`src/rtl/ecsm_pkg.sv`:
```
// Shared types and constants for the elliptic-curve scalar multiplier.
// No dependencies.
package ecsm_pkg;
  localparam int FieldWidthDefault = 64;
  localparam int ScalarWidth       = 64;
  localparam int CoordWidth        = 64;

  localparam logic CfgCurveA = 1'b0;
  localparam logic CfgPrimeP = 1'b1;

  typedef enum logic [1:0] {
    OP_MUL = 2'd0,
    OP_ADD = 2'd1,
    OP_SUB = 2'd2
  } fop_t;

  typedef struct packed {
    logic start;
    fop_t op;
  } fcmd_t;
endpackage

```
`src/rtl/ecsm_reduce.sv`:
```
// Bit-serial remainder x mod p, one quotient bit per cycle.
// Depends on ecsm_pkg.
module ecsm_reduce import ecsm_pkg::*; #(
  parameter int W  = FieldWidthDefault,
  parameter int XW = CoordWidth
) (
  input  logic          clk,
  input  logic          rst,
  input  logic          start,
  input  logic [XW-1:0] x,
  input  logic [W-1:0]  p,
  output logic          done,
  output logic [W-1:0]  r
);
  localparam int CW = $clog2(XW + 1);

  logic          busy;
  logic [W-1:0]  rem;
  logic [XW-1:0] sh;
  logic [CW-1:0] cnt;
  logic [W:0]    t;

  always_comb t = {rem, sh[XW-1]};

  always_ff @(posedge clk) begin
    done <= 1'b0;
    if (rst) begin
      busy <= 1'b0;
      cnt  <= '0;
    end else if (start) begin
      busy <= 1'b1;
      rem  <= '0;
      sh   <= x;
      cnt  <= CW'(XW);
    end else if (busy) begin
      logic [W:0] n;
      n = (t >= {1'b0, p}) ? t - {1'b0, p} : t;
      rem <= n[W-1:0];
      sh  <= sh << 1;
      cnt <= cnt - CW'(1);
      if (cnt == CW'(1)) begin
        busy <= 1'b0;
        r    <= n[W-1:0];
        done <= 1'b1;
      end
    end
  end
endmodule

```
`config.mk`:
```
export PLATFORM = sky130hd
export DESIGN_NAME = ecsm_reduce
export DESIGN_NICKNAME = d
export VERILOG_FILES = /design/src/rtl/ecsm_pkg.sv /design/src/rtl/ecsm_reduce.sv
export SDC_FILE = /design/constraint.sdc
export NUM_CORES = 1
export LEC_CHECK = 0
export BUFFER_PORTS_ARGS = -buffer_cell sky130_fd_sc_hd__buf_2
export CORE_MARGIN = 2
export CORE_UTILIZATION = 40
export DETAILED_ROUTE_END_ITERATION = 12
export GPL_TIMING_DRIVEN = 0
export PLACE_DENSITY = 0.58
export SLEW_MARGIN = 20
export SYNTH_ARGS = -nofsm -noshare
export SYNTH_HDL_FRONTEND = slang
export SYNTH_SLANG_ARGS = --single-unit
```
`constraint.sdc`:
```
create_clock -name clk -period 13.45 [get_ports clk]
set_input_delay 0 -clock clk [delete_from_list [all_inputs] [get_ports clk]]
set_output_delay 0 -clock clk [all_outputs]
set_load 0.05 [all_outputs]
```
* Word-level counts from Yosys, hierarchy flattened
Cells that the tools add are included.
** Storage, ports and cells
- Input port bits :: 131
- Output and inout port bits :: 65
- Register bits :: 201
** Operators by class
- Eq/ne operators :: 1
- $lt $le $gt $ge :: 1
- Reductions and logical operators :: 5
- Mux-type cells :: 10
- Bitwise gates (word level) :: 3
- Add/sub/neg operators :: 2
** Operator list (number)
- $mux W64 :: 4
- $ge A65 B64 Y1 :: 1
- $sub A64 B64 Y64 :: 1
- $mux W7 :: 2
- $eq A7 B1 Y1 const B :: 1
- $sub A7 B1 Y7 const B :: 1
- $mux W1 :: 4
- $reduce_and A4 Y1 :: 1
- $not A1 Y1 :: 3
- $reduce_or A3 Y1 :: 1
- $reduce_and A2 Y1 :: 1
- $reduce_bool A2 Y1 :: 1
- $reduce_or A2 Y1 :: 1

* Logic depth before layout (Yosys ltp)
- Depth after elaboration :: 4
- Depth in mapped cells :: 14
- Mapped depth without buffers :: 13

* Least setup slack after synthesis
Ideal clock, no wire load.
- Path type :: register to register
- From :: register busy
- To :: register rem[0] (enable)
- Arrival time :: 5.921 ns
- Slack :: 6.911 ns
- Stages on the path, launching flop included :: 4
- Library setup time :: 0.617 ns
- Path buffers :: 1
- Path through :: dfxtp_1 > clkbuf_1 > nor2_1 > nor2_1
** On the way
- Cells in the longest elaborated chain, start to end :: 2
** Ends and longest elaborated chain
- from (decl) :: RTL line ecsm_reduce.sv:17 : logic busy;
- from (signal assigned) :: RTL line ecsm_reduce.sv:28 : busy <= 1'b0;
- from (signal assigned) :: RTL line ecsm_reduce.sv:31 : busy <= 1'b1;
- from (signal assigned) :: RTL line ecsm_reduce.sv:42 : busy <= 1'b0;
- $reduce_bool A2 Y1 (no line)
- $reduce_and A2 Y1 (no line)
- to (signal assigned) :: RTL line ecsm_reduce.sv:38 : rem <= n[W-1:0];
- to (decl) :: RTL line ecsm_reduce.sv:18 : logic [W-1:0] rem;
Every way passes these cells.
A chain may end at the register's enable or synchronous reset.

* Worst setup path after layout
- From :: register rem[27]
- To :: register rem[49] (data pin)
** On the way
- Cells in the longest elaborated chain, start to end :: 3
** Ends and longest elaborated chain
- $sub A64 B64 Y64 or $ge A65 B64 Y1 (tied branches) :: RTL line ecsm_reduce.sv:37 : n = (t >= {1'b0, p}) ? t - {1'b0, p} : t;
- $mux W64 (*) :: RTL line ecsm_reduce.sv:37
- $mux W64 (*) :: RTL line ecsm_reduce.sv:35 : end else if (busy) begin
Every way passes the cells marked *; elsewhere a longest branch is shown, timed or not. The select of a mux whose other input is x is not followed.

==> impl_metrics.toml <==
[outcome]
outcome = "finished, final reports clean"

[route]
drc = 0
vias_per_cell = 5.34
wl_per_cell_microns = 19.0
dr_total_vias = 11000
drt_iter0_markers = 613
totalWireLength_microns = 39100
drt-pass1-iter-count = 5
final_antenna_net_count = 0

[clock_network]
cts_resized = 0
h-tree-depth = 1
cts_sinks = 201
hold_buffers = 66
cts_tree = "yes"
clk_latency_ns = 0.54
root_buffer = "clkbuf_16"
clk_pin_slew_ns = 0.07
postCtsSetupBuffers = 0
cts_made_buffers = 24
clock_path_buffers = 3

[timing]
tns_ns = 0
hold_violations = 0
worst_pin_slew_ns = 1.04
rsz0062_at_grt = "no"
finalCriticalPeriod_ns = 4.06
final-max-slew-violation-count = 0
min_period_over_period_pct = 30.2
fmax_mhz = 246
finClkSkew_ns = 0.0172
slew-limit-headroom_pct = 30.9
fin_hold_ws_ns = 0.0899
setup_viol = 0

[placed_design]
dp_hpwl_microns = 29500
numPortBuffers = 194
place.gp.congestion = 0.918

[floorplanning]
pin_count = 196
fp.dieW_microns = 185
start_util_pct = 40.5
die_area_sq_mm = 0.0342
num_rows = 66
coreArea_sq_mm = 0.0324
die_y_microns = 185

[power]
vdd_drop_max_uv = 83.3
leakage_nw = 6.69
power_density_mw_per_mm2 = 122

[hold_path]
hp-class = "input pin to flip-flop"
min_from = "start"
min_to = "sh[63]$_DFFE_PP_"
worstHoldPathCells = 2

[finish]
nets = 1798
fillCellCount = 3114
antenna_cells = 0
multi_input_area_sq_mm = 0.00644
layout.area.seq_sq_mm = 0.00595
utilization_pct = 50.0
syn2layout_area_growth_pct = 23.6
layout-drive-gt1-share_pct = 24.5

[yosys]
synth_fp_nets = 1504
synth_area_sq_mm = 0.0131
synth-seq-area-share_pct = 45.4
synth_cell_types = 77
yosysMostFrequentCell = "edfxtp_1"
yosys-top-cells-area = "edfxtp_1 44%, ha_1 6.3%, mux2_2 6.0%"
synth_flop_cell = "edfxtp_1"
yosys.area.top_type = "edfxtp_1"
synth_common_cells = "192 x edfxtp_1, 140 x a21oi_1, 117 x nand2_1, 91 x inv_1, 70 x mux2_2"
synth.top_cell.area_share_pct = 44.0
yosys_register_bits = 201
synthArstFlopShare_pct = 0
syn_inst = 1306
synth_edf_count = 192
yosys_warnings = 0
synth_area_per_cell_sq_um = 10.0

[grt]
antenna_found_initial = 1
grt_pass1_wl_microns = 61300
overflow = 0
grt.total_usage_pct = 23.1
grt_pass1_vias = 11200
grt_max_degree = 37

[worst_setup_path]
crit_path_end_kind = "flip-flop"
startpoint_type = "flip-flop"
r2r-end = "rem[49]$_SDFFCE_PP0P_"
reg2reg_slack_ns = 9.39
cp_data_arrival_time_ns = 4.43
reg2regPathDepth = 12
crit_type = "flip-flop to flip-flop"
reg2reg_from = "rem[27]$_SDFFCE_PP0P_"
critical_path_required_ns = 13.82
critPathMaxFanout = 10

[flow_run]
maxCapViolCount = 0
[flip-flops by register name, indices dropped and copies added (netlist names)]
register and cells:
r 64, rem 64, done 1, sh 64, busy 1, cnt 7
[where the power goes]
group,total (W),leakage (nW),internal [W],switching (W)
combinational,0.000607,4.46,0.000239,0.000368
clock,0.000603,0.335,0.000340,0.000264
sequential,0.000773,1.89,0.000754,0.0000188
total,0.00198,6.69,0.00133,0.000651
[layer usage]
metal  vias to the layer above  wire [microns]  GRT usage [%]
met5                         -              13              0
met4                         2            1030           6.38
met3                        55            2700           5.09
met2                       324           18100           39.0
met1                      5219           17200           29.8
li1                       5397               -              -
[through the flow]
| stage | setup WS [ns] | cells | total power [W] | instance area (sq um) |
|---|---|---|---|---|
| after floorplan | 6.91 | 1306 | 0.00120 | 13100 |
| after global placement | 3.99 | 1942 | 0.00136 | 14600 |
| after detailed placement | 9.43 | 1949 | 0.00137 | 14800 |
| after CTS | 9.41 | 2057 | 0.00199 | 16200 |
| after global routing | 9.15 | 2058 | 0.00210 | 16200 |
| final | 9.39 | 2058 | 0.00198 | 16200 |
[placed cells by master (no fill, tap or decap), drive strengths merged, types with 9 or more instances in the layout]
| cell type | n |
|---|---|
| buf | 241 |
| edfxtp | 192 |
| a21oi | 147 |
| nand2 | 121 |
| o21ai | 92 |
| inv | 91 |
| mux2 | 70 |
| clkbuf | 70 |
| ha | 66 |
| dlygate4sd3 | 66 |
| nor2 | 65 |
| nand3 | 59 |
| xnor2 | 40 |
| a21o | 27 |
| nand4 | 25 |
| nor3 | 25 |
| xor2 | 23 |
| o21bai | 18 |
| o31ai | 13 |
| nor2b | 12 |
| a31oi | 10 |
| and3 | 10 |
| a21boi | 10 |
| a211oi | 10 |
| dfxtp | 9 |
| o21a | 9 |
[worst max-delay path, stage by stage (launching register included)]
cell,delay (ns)
edfxtp_1,0.40
ha_1,0.28
buf_2,0.17
nand2_1,0.22
o21ai_0,0.23
a21boi_1,0.22
o22ai_1,0.18
a21oi_1,0.39
a21oi_2,0.18
o21ai_2,0.64
clkbuf_1,0.60
nand3_1,0.18
a21oi_1,0.20
[kinds of logic (layout without fill, tap and decap cells)]
logic type / count (synthesis) / after routing / synth area share, %
DFF: 201 / 201 / 45.4
and+or+nand+nor: 357 / 357 / 13.4
AOI/OAI and AO/OA: 381 / 381 / 19.0
muxes: 70 / 70 / 6.02
xor gates and xnor gates: 63 / 63 / 4.21
adders and majority gates: 67 / 67 / 6.46
buffers and inverters: 167 / 477 / 5.52
[worst max-delay path by stage]
stage | endpoint | slack [ns] | from
6_report | rem[49]$_SDFFCE_PP0P_ | 9.39 | rem[27]$_SDFFCE_PP0P_
5_1_grt | rem[49]$_SDFFCE_PP0P_ | 9.15 | rem[0]$_SDFFCE_PP0P_
4_1_cts | r[48]$_DFFE_PP_ | 9.41 | rem[0]$_SDFFCE_PP0P_
3_5_place_dp | r[48]$_DFFE_PP_ | 9.43 | rem[0]$_SDFFCE_PP0P_
3_3_place_gp | sh[10]$_DFFE_PP_ | 3.99 | busy$_SDFF_PP0_
2_1_floorplan | rem[0]$_SDFFCE_PP0P_ | 6.91 | busy$_SDFF_PP0_
[final cells by class]
class	instances	share of cell area, %
buffer	76	2.36
clock buffer	33	4.05
clock inverter	9	0.325
inverter	91	2.11
multi-input combinational	938	39.8
sequential	201	36.7
tap	442	3.42
timing repair buffer	268	11.2
No activity file was read; power rests on OpenSTA's default activity.
