<file path="src/rtl/ecsm_pkg.sv">
// Shared types and constants for the elliptic-curve scalar multiplier.
// No dependencies.
package ecsm_pkg;
  localparam int FieldWidthDefault = 64;
  localparam int ScalarWidth       = 64;
  localparam int CoordWidth        = 64;

  localparam logic CfgCurveA = 1'b0;
  localparam logic CfgPrimeP = 1'b1;

  typedef enum logic [1:0] {
    OP_MUL = 2'd0,
    OP_ADD = 2'd1,
    OP_SUB = 2'd2
  } fop_t;

  typedef struct packed {
    logic start;
    fop_t op;
  } fcmd_t;
endpackage

</file>
<file path="src/rtl/ecsm_field_alu.sv">
// Bit-serial modular arithmetic unit: multiply (one bit of b per cycle),
// add and subtract mod p. Depends on ecsm_pkg.
module ecsm_field_alu import ecsm_pkg::*; #(
  parameter int W = FieldWidthDefault
) (
  input  logic         clk,
  input  logic         rst,
  input  fcmd_t        cmd,
  input  logic [W-1:0] a,
  input  logic [W-1:0] b,
  input  logic [W-1:0] p,
  output logic         done,
  output logic [W-1:0] r
);
  localparam int CW = $clog2(W + 1);

  logic         busy;
  logic [W-1:0] acc;
  logic [W-1:0] mcand;
  logic [W-1:0] mplier;
  logic [CW-1:0] cnt;

  // x + y mod p for x, y < p (wrap-safe)
  function automatic logic [W-1:0] madd(logic [W-1:0] x, logic [W-1:0] y,
                                        logic [W-1:0] m);
    logic [W:0] s;
    s = {1'b0, x} + {1'b0, y};
    if (s[W] || s[W-1:0] >= m) s = s - {1'b0, m};
    return s[W-1:0];
  endfunction

  logic [W-1:0] dbl;
  logic [W-1:0] step;
  always_comb begin
    dbl  = madd(acc, acc, p);
    step = mplier[W-1] ? madd(dbl, mcand, p) : dbl;
  end

  always_ff @(posedge clk) begin
    done <= 1'b0;
    if (rst) begin
      busy <= 1'b0;
      cnt  <= '0;
    end else if (cmd.start) begin
      unique case (cmd.op)
        OP_ADD: begin
          r    <= madd(a, b, p);
          done <= 1'b1;
        end
        OP_SUB: begin
          r    <= (a >= b) ? a - b : a + (p - b);
          done <= 1'b1;
        end
        default: begin
          busy   <= 1'b1;
          acc    <= '0;
          mcand  <= a;
          mplier <= b;
          cnt    <= CW'(W);
        end
      endcase
    end else if (busy) begin
      acc    <= step;
      mplier <= mplier << 1;
      cnt    <= cnt - CW'(1);
      if (cnt == CW'(1)) begin
        busy <= 1'b0;
        r    <= step;
        done <= 1'b1;
      end
    end
  end
endmodule

</file>
<file path="config.mk">
export PLATFORM = sky130hd
export DESIGN_NAME = ecsm_field_alu
export DESIGN_NICKNAME = d
export VERILOG_FILES = /design/src/rtl/ecsm_pkg.sv /design/src/rtl/ecsm_field_alu.sv
export SDC_FILE = /design/constraint.sdc
export NUM_CORES = 2
export LEC_CHECK = 0
export ABC_AREA = 1
export BUFFER_PORTS_ARGS = -buffer_cell sky130_fd_sc_hd__buf_2
export CORE_UTILIZATION = 60
export DETAILED_ROUTE_END_ITERATION = 8
export GPL_TIMING_DRIVEN = 0
export PLACE_DENSITY = 0.8
export SLEW_MARGIN = 20
export SYNTH_ARGS = -nofsm -noshare
export SYNTH_HDL_FRONTEND = slang
export SYNTH_SLANG_ARGS = --single-unit
</file>
<file path="constraint.sdc">
create_clock -name clk -period 9.6 [get_ports clk]
set_input_delay 0.48 -clock clk [delete_from_list [all_inputs] [get_ports clk]]
set_output_delay 0.48 -clock clk [all_outputs]
set_load 0.005 [all_outputs]
</file>
==> results of run 1 <==
[routing by layer]
layer / GRT overflow / track usage (%)
met5: 0 / 12.3
met4: 109 / 61.6
met3: 6 / 45.4
met2: 198 / 89.9
met1: 4 / 73.6
[cells by family after synthesis]
group | share of synthesized area, %
and+or+nand+nor | 44.8
DFF | 13.5
AOI/OAI and AO/OA | 6.75
xor gates and xnor gates | 3.27
adders and majority gates | 12.1
buffers and inverters | 19.6
[through the flow]
stage	setup TNS (ns)	hold slack (ns)	util [%]	setup slack, ns	area [um2]
floorplan	0	0.437	-	2.60	58400
global placement	-84.74	0.453	63.4	-0.688	61300
detailed placement	0	0.471	63.7	0.0295	61500
CTS	0	0.107	64.9	0.374	62700
==> flow_metrics.py, run 1 <==
metrics = {
    "cts": {
        "cts_buffer_depth": 3,
        "cts_resized": 0,
        "cts_inserted_buffers": 36,
        "clockRootBuffer": "clkbuf_16",
        "cts_sinks": 265,
        "post_cts_buffers": 0,
        "cts_htree_levels": 2,
        "ctsHoldBuffers": 0,
    },
    "yosys": {
        "syn_inst": 11200,
        "ys_warn_count": 0,
        "syn_area_mm2": 0.0584,
        "ys_types": 53,
        "synth_nets": 11900,
        "yosys-top-cells-area": "nand2_1, inv_1, edfxtp_1",
        "yosysMostFrequentCell": "nand2_1",
        "synth_common_cells": "nand2_1, inv_1, nor2_1, nand3_1, ha_1",
        "yosys.area.top_type_share_pct": 30.2,
        "synth_edf_count": 256,
        "synth-seq-cells": 265,
        "avgSynthCellArea_um2": 5.22,
        "synth_flop_cell": "edfxtp_1",
        "synthArstFlopShare_pct": 0,
        "seq_area_frac_synth_pct": 13.5,
        "yosysTopAreaCell": "nand2_1",
    },
    "global_routing": {
        "overflow": 317,
        "grt_pass1_wl_mm": 502,
        "grt_usage_pct": 68.8,
        "first_global_vias": 74000,
        "grt_max_degree": 31,
    },
    "status": {
        "haltStage": "5_1_grt",
        "status": "did not finish",
        "first-error": "[ERROR GRT-0116] Global routing finished with congestion. Check the congestion regions in the DRC Viewer.",
    },
    "placed_design": {
        "routabilityCongestion": 1.40,
        "io_buffers": 260,
        "hpwl_mm": 255,
        "dp_cells": 12700,
    },
    "die": {
        "dieHeight_um": 314,
        "die_w_um": 314,
        "ioPinCount": 262,
        "rows": 114,
        "start_util_pct": 60.4,
    },
}
==> run 2: changes to the inputs <==
--- a/config.mk
+++ b/config.mk
@@ -7,10 +7,10 @@
 export LEC_CHECK = 0
 export ABC_AREA = 1
 export BUFFER_PORTS_ARGS = -buffer_cell sky130_fd_sc_hd__buf_2
-export CORE_UTILIZATION = 60
+export CORE_UTILIZATION = 40
 export DETAILED_ROUTE_END_ITERATION = 8
 export GPL_TIMING_DRIVEN = 0
-export PLACE_DENSITY = 0.8
+export PLACE_DENSITY_LB_ADDON = 0.15
 export SLEW_MARGIN = 20
 export SYNTH_ARGS = -nofsm -noshare
 export SYNTH_HDL_FRONTEND = slang
==> run 2 against run 1 <==
The flow now finishes, with violations (negative setup slack). Synthesized area stayed put. Synthesized cell count stayed put.
==> flow_metrics.py, run 2 <==
metrics = {
    "hold_path": {
        "whs_endpoint": "mcand[0]$_DFFE_PP_",
        "min_path_type": "in -> reg",
        "min_path_cells": 1,
        "min_from": "a[0]",
    },
    "finish": {
        "drive_gt1_share_pct": 5.07,
        "fin_area_mm2": 0.0637,
        "fin_cells": 13400,
        "utilization_pct": 44.2,
        "nets": 12200,
        "seq_area_mm2": 0.00787,
        "nFillCells": 16500,
        "final_common_cell": "nand2_1",
        "area_growth_pct": 9.16,
        "layout_common_cells": "nand2_1, inv_1, nor2_1, nand3_1, ha_1",
        "multi_input_area_mm2": 0.0391,
    },
    "setup_path": {
        "cp.arrival_ns": 9.98,
        "crit_fanout": 10,
        "worstSetupPathType": "reg -> reg",
        "reg2regPathDepth": 39,
        "crit_slowest_cell": "edfxtp_1",
        "start_kind": "flip-flop",
        "crit_path_max_incr_delay_ns": 0.43,
        "rr_startpoint": "acc[25]$_SDFFCE_PP0P_",
        "end_kind": "flip-flop",
        "timing.rr.end": "r[38]$_DFFE_PP_",
        "crit_cells": 39,
        "required_ns": 9.89,
        "crit_top_cell": "nand2_1",
        "ff2ff_setup_slack_ns": -0.09,
        "crit_family": "simple AND/OR/NAND/NOR gates",
        "path_buf_inv": 7,
    },
    "yosys": {
        "syn_inst": 11200,
        "synth_nets": 11900,
        "syn_area_mm2": 0.0584,
        "avgSynthCellArea_um2": 5.22,
        "synth-seq-cells": 265,
        "seq_area_frac_synth_pct": 13.5,
        "yosysTopAreaCell": "nand2_1",
        "yosys-top-cells-area": "nand2_1, inv_1, edfxtp_1",
        "ys_warn_count": 0,
        "synthArstFlopShare_pct": 0,
        "yosysMostFrequentCell": "nand2_1",
        "synth_edf_count": 256,
        "synth_common_cells": "nand2_1, inv_1, nor2_1, nand3_1, ha_1",
        "ys_types": 53,
        "yosys.area.top_type_share_pct": 30.2,
        "synth_flop_cell": "edfxtp_1",
    },
    "global_routing": {
        "antenna_found_initial": 22,
        "grt_max_degree": 28,
        "overflow": 0,
        "grt_usage_pct": 45.6,
        "grt_pass1_wl_mm": 468,
        "first_global_vias": 67600,
    },
    "cts": {
        "clk_latency_ns": 0.69,
        "cts_tree": "done",
        "cts_htree_levels": 2,
        "cts_sinks": 265,
        "post_cts_buffers": 0,
        "cts_buffer_depth": 3,
        "cts.clk_slew.worst_paths_ns": 0.06,
        "clockRootBuffer": "clkbuf_16",
        "cts_inserted_buffers": 40,
    },
    "drt": {
        "drcViolationCount": 0,
        "initialDrtViolationCount": 7352,
        "vias_per_cell": 5.31,
        "num_vias": 71500,
        "final_antenna_net_count": 0,
        "drt_pass1_iterations": 9,
        "finalWirelength_mm": 346,
        "post_drt_wl_per_cell_um": 25.7,
    },
    "sta": {
        "slew_viol_final": 0,
        "maxSlewHeadroom_pct": 16.6,
        "postLayoutSetupSlackWorst_ns": -0.0867,
        "holdWs_ns": 0.103,
        "rsz0062_at_grt": "no",
        "min_period_ns": 9.69,
        "setup_viol": 4,
        "max_freq_mhz": 103,
        "worst_pin_slew_ns": 1.24,
        "fin_crit_sh_pct": 101,
        "finalHoldViolations": 0,
        "worst_clock_skew_ns": 0.0535,
    },
    "die": {
        "die_area_mm2": 0.147,
        "die_w_um": 384,
        "dieHeight_um": 384,
        "start_util_pct": 40.5,
        "core_mm2": 0.144,
        "rows": 139,
        "ioPinCount": 262,
    },
    "power_and_ir_drop": {
        "p_per_area_mw_per_mm2": 212,
        "finalPower_w": 0.0135,
        "power_leakage_nw": 40.0,
        "vdd_drop_max_v": 0.000205,
    },
    "status": {
        "status": "finished, violations left",
        "failed_checks": "negative setup slack",
    },
    "placed_design": {
        "dpl_cell_area_mm2": 0.0623,
        "dp_cells": 13400,
        "routabilityCongestion": 1.16,
        "io_buffers": 260,
        "hpwl_mm": 305,
    },
    "job": {
        "drv_cap": 0,
    },
}
[run 2: cell counts after synthesis]
No cell type changed its count.
[run 2: per-layer routing]
metal  track usage, %  wire [um]  vias to the layer above
met1             48.7     121000                    32500
met3             9.36      31000                     1062
met5                0         64                        -
li1                 -          -                    34000
met4             44.5      40500                       10
met2             74.6     153000                     3812
[run 2: per-stage QoR]
stage               setup TNS (ns)  setup WS [ns]
floorplan                        0           2.60
global placement           -263.40          -1.73
detailed placement          -39.63         -0.606
CTS                              0         0.0406
global route                     0         0.0447
finish                      -0.131        -0.0867
[run 2: how the worst max path moves through the flow]
stage / start / endpoint / slack (ns)
5_1_grt: acc[29]$_SDFFCE_PP0P_ / r[38]$_DFFE_PP_ / 0.04
2_1_floorplan: cmd[2] / acc[0]$_SDFFCE_PP0P_ / 2.60
3_5_place_dp: p[34] / r[51]$_DFFE_PP_ / -0.61
6_report: acc[25]$_SDFFCE_PP0P_ / r[38]$_DFFE_PP_ / -0.09
4_1_cts: acc[25]$_SDFFCE_PP0P_ / r[51]$_DFFE_PP_ / 0.04
3_3_place_gp: cmd[2] / mplier[63]$_DFFE_PP_ / -1.73
[run 2: cell families (layout without fill, tap and decap cells)]
group	after synthesis	in the layout	share of synthesized area (%)
XOR/XNOR	218	218	3.27
AND/OR/NAND/NOR	6513	6513	44.8
AO/OA/AOI/OAI	721	721	6.75
buffers and inverters	2946	3289	19.6
adder cells (fa/ha/maj)	522	522	12.1
flip-flops	265	265	13.5
other	0	16	0
[run 2: what timing repair did]
item	4_1_cts	5_1_grt
endpoints found under the setup margin	24	34
hold buffers	0	0
gates resized for setup	1	5
[run 2: worst reg2reg max path, delay by kind of cell (launching register included)]
family | cells | cell delay [ns]
simple gates | 27 | 5.83
buf+inv | 7 | 1.45
fa+ha+maj | 3 | 0.98
flops | 1 | 0.43
xor+xnor | 1 | 0.34
compound gates | 1 | 0.24
[run 2: report_power, final]
part / total, W / switching, W / internal (W)
sequential: 0.00148 / 0.0000446 / 0.00144
clock: 0.00160 / 0.000719 / 0.000882
combinational: 0.0104 / 0.00759 / 0.00285
[run 2: cell type report]
cell class | count | share of cell area [%]
antenna | 16 | 0.0628
buffer | 164 | 1.56
clock buffer | 45 | 1.63
clock inverter | 28 | 0.503
inverter | 2782 | 16.4
multi-input combinational | 7974 | 61.4
sequential | 265 | 12.3
tap | 1903 | 3.74
timing repair buffer | 270 | 2.38
Note: power is estimated with default switching activity, not from simulation.
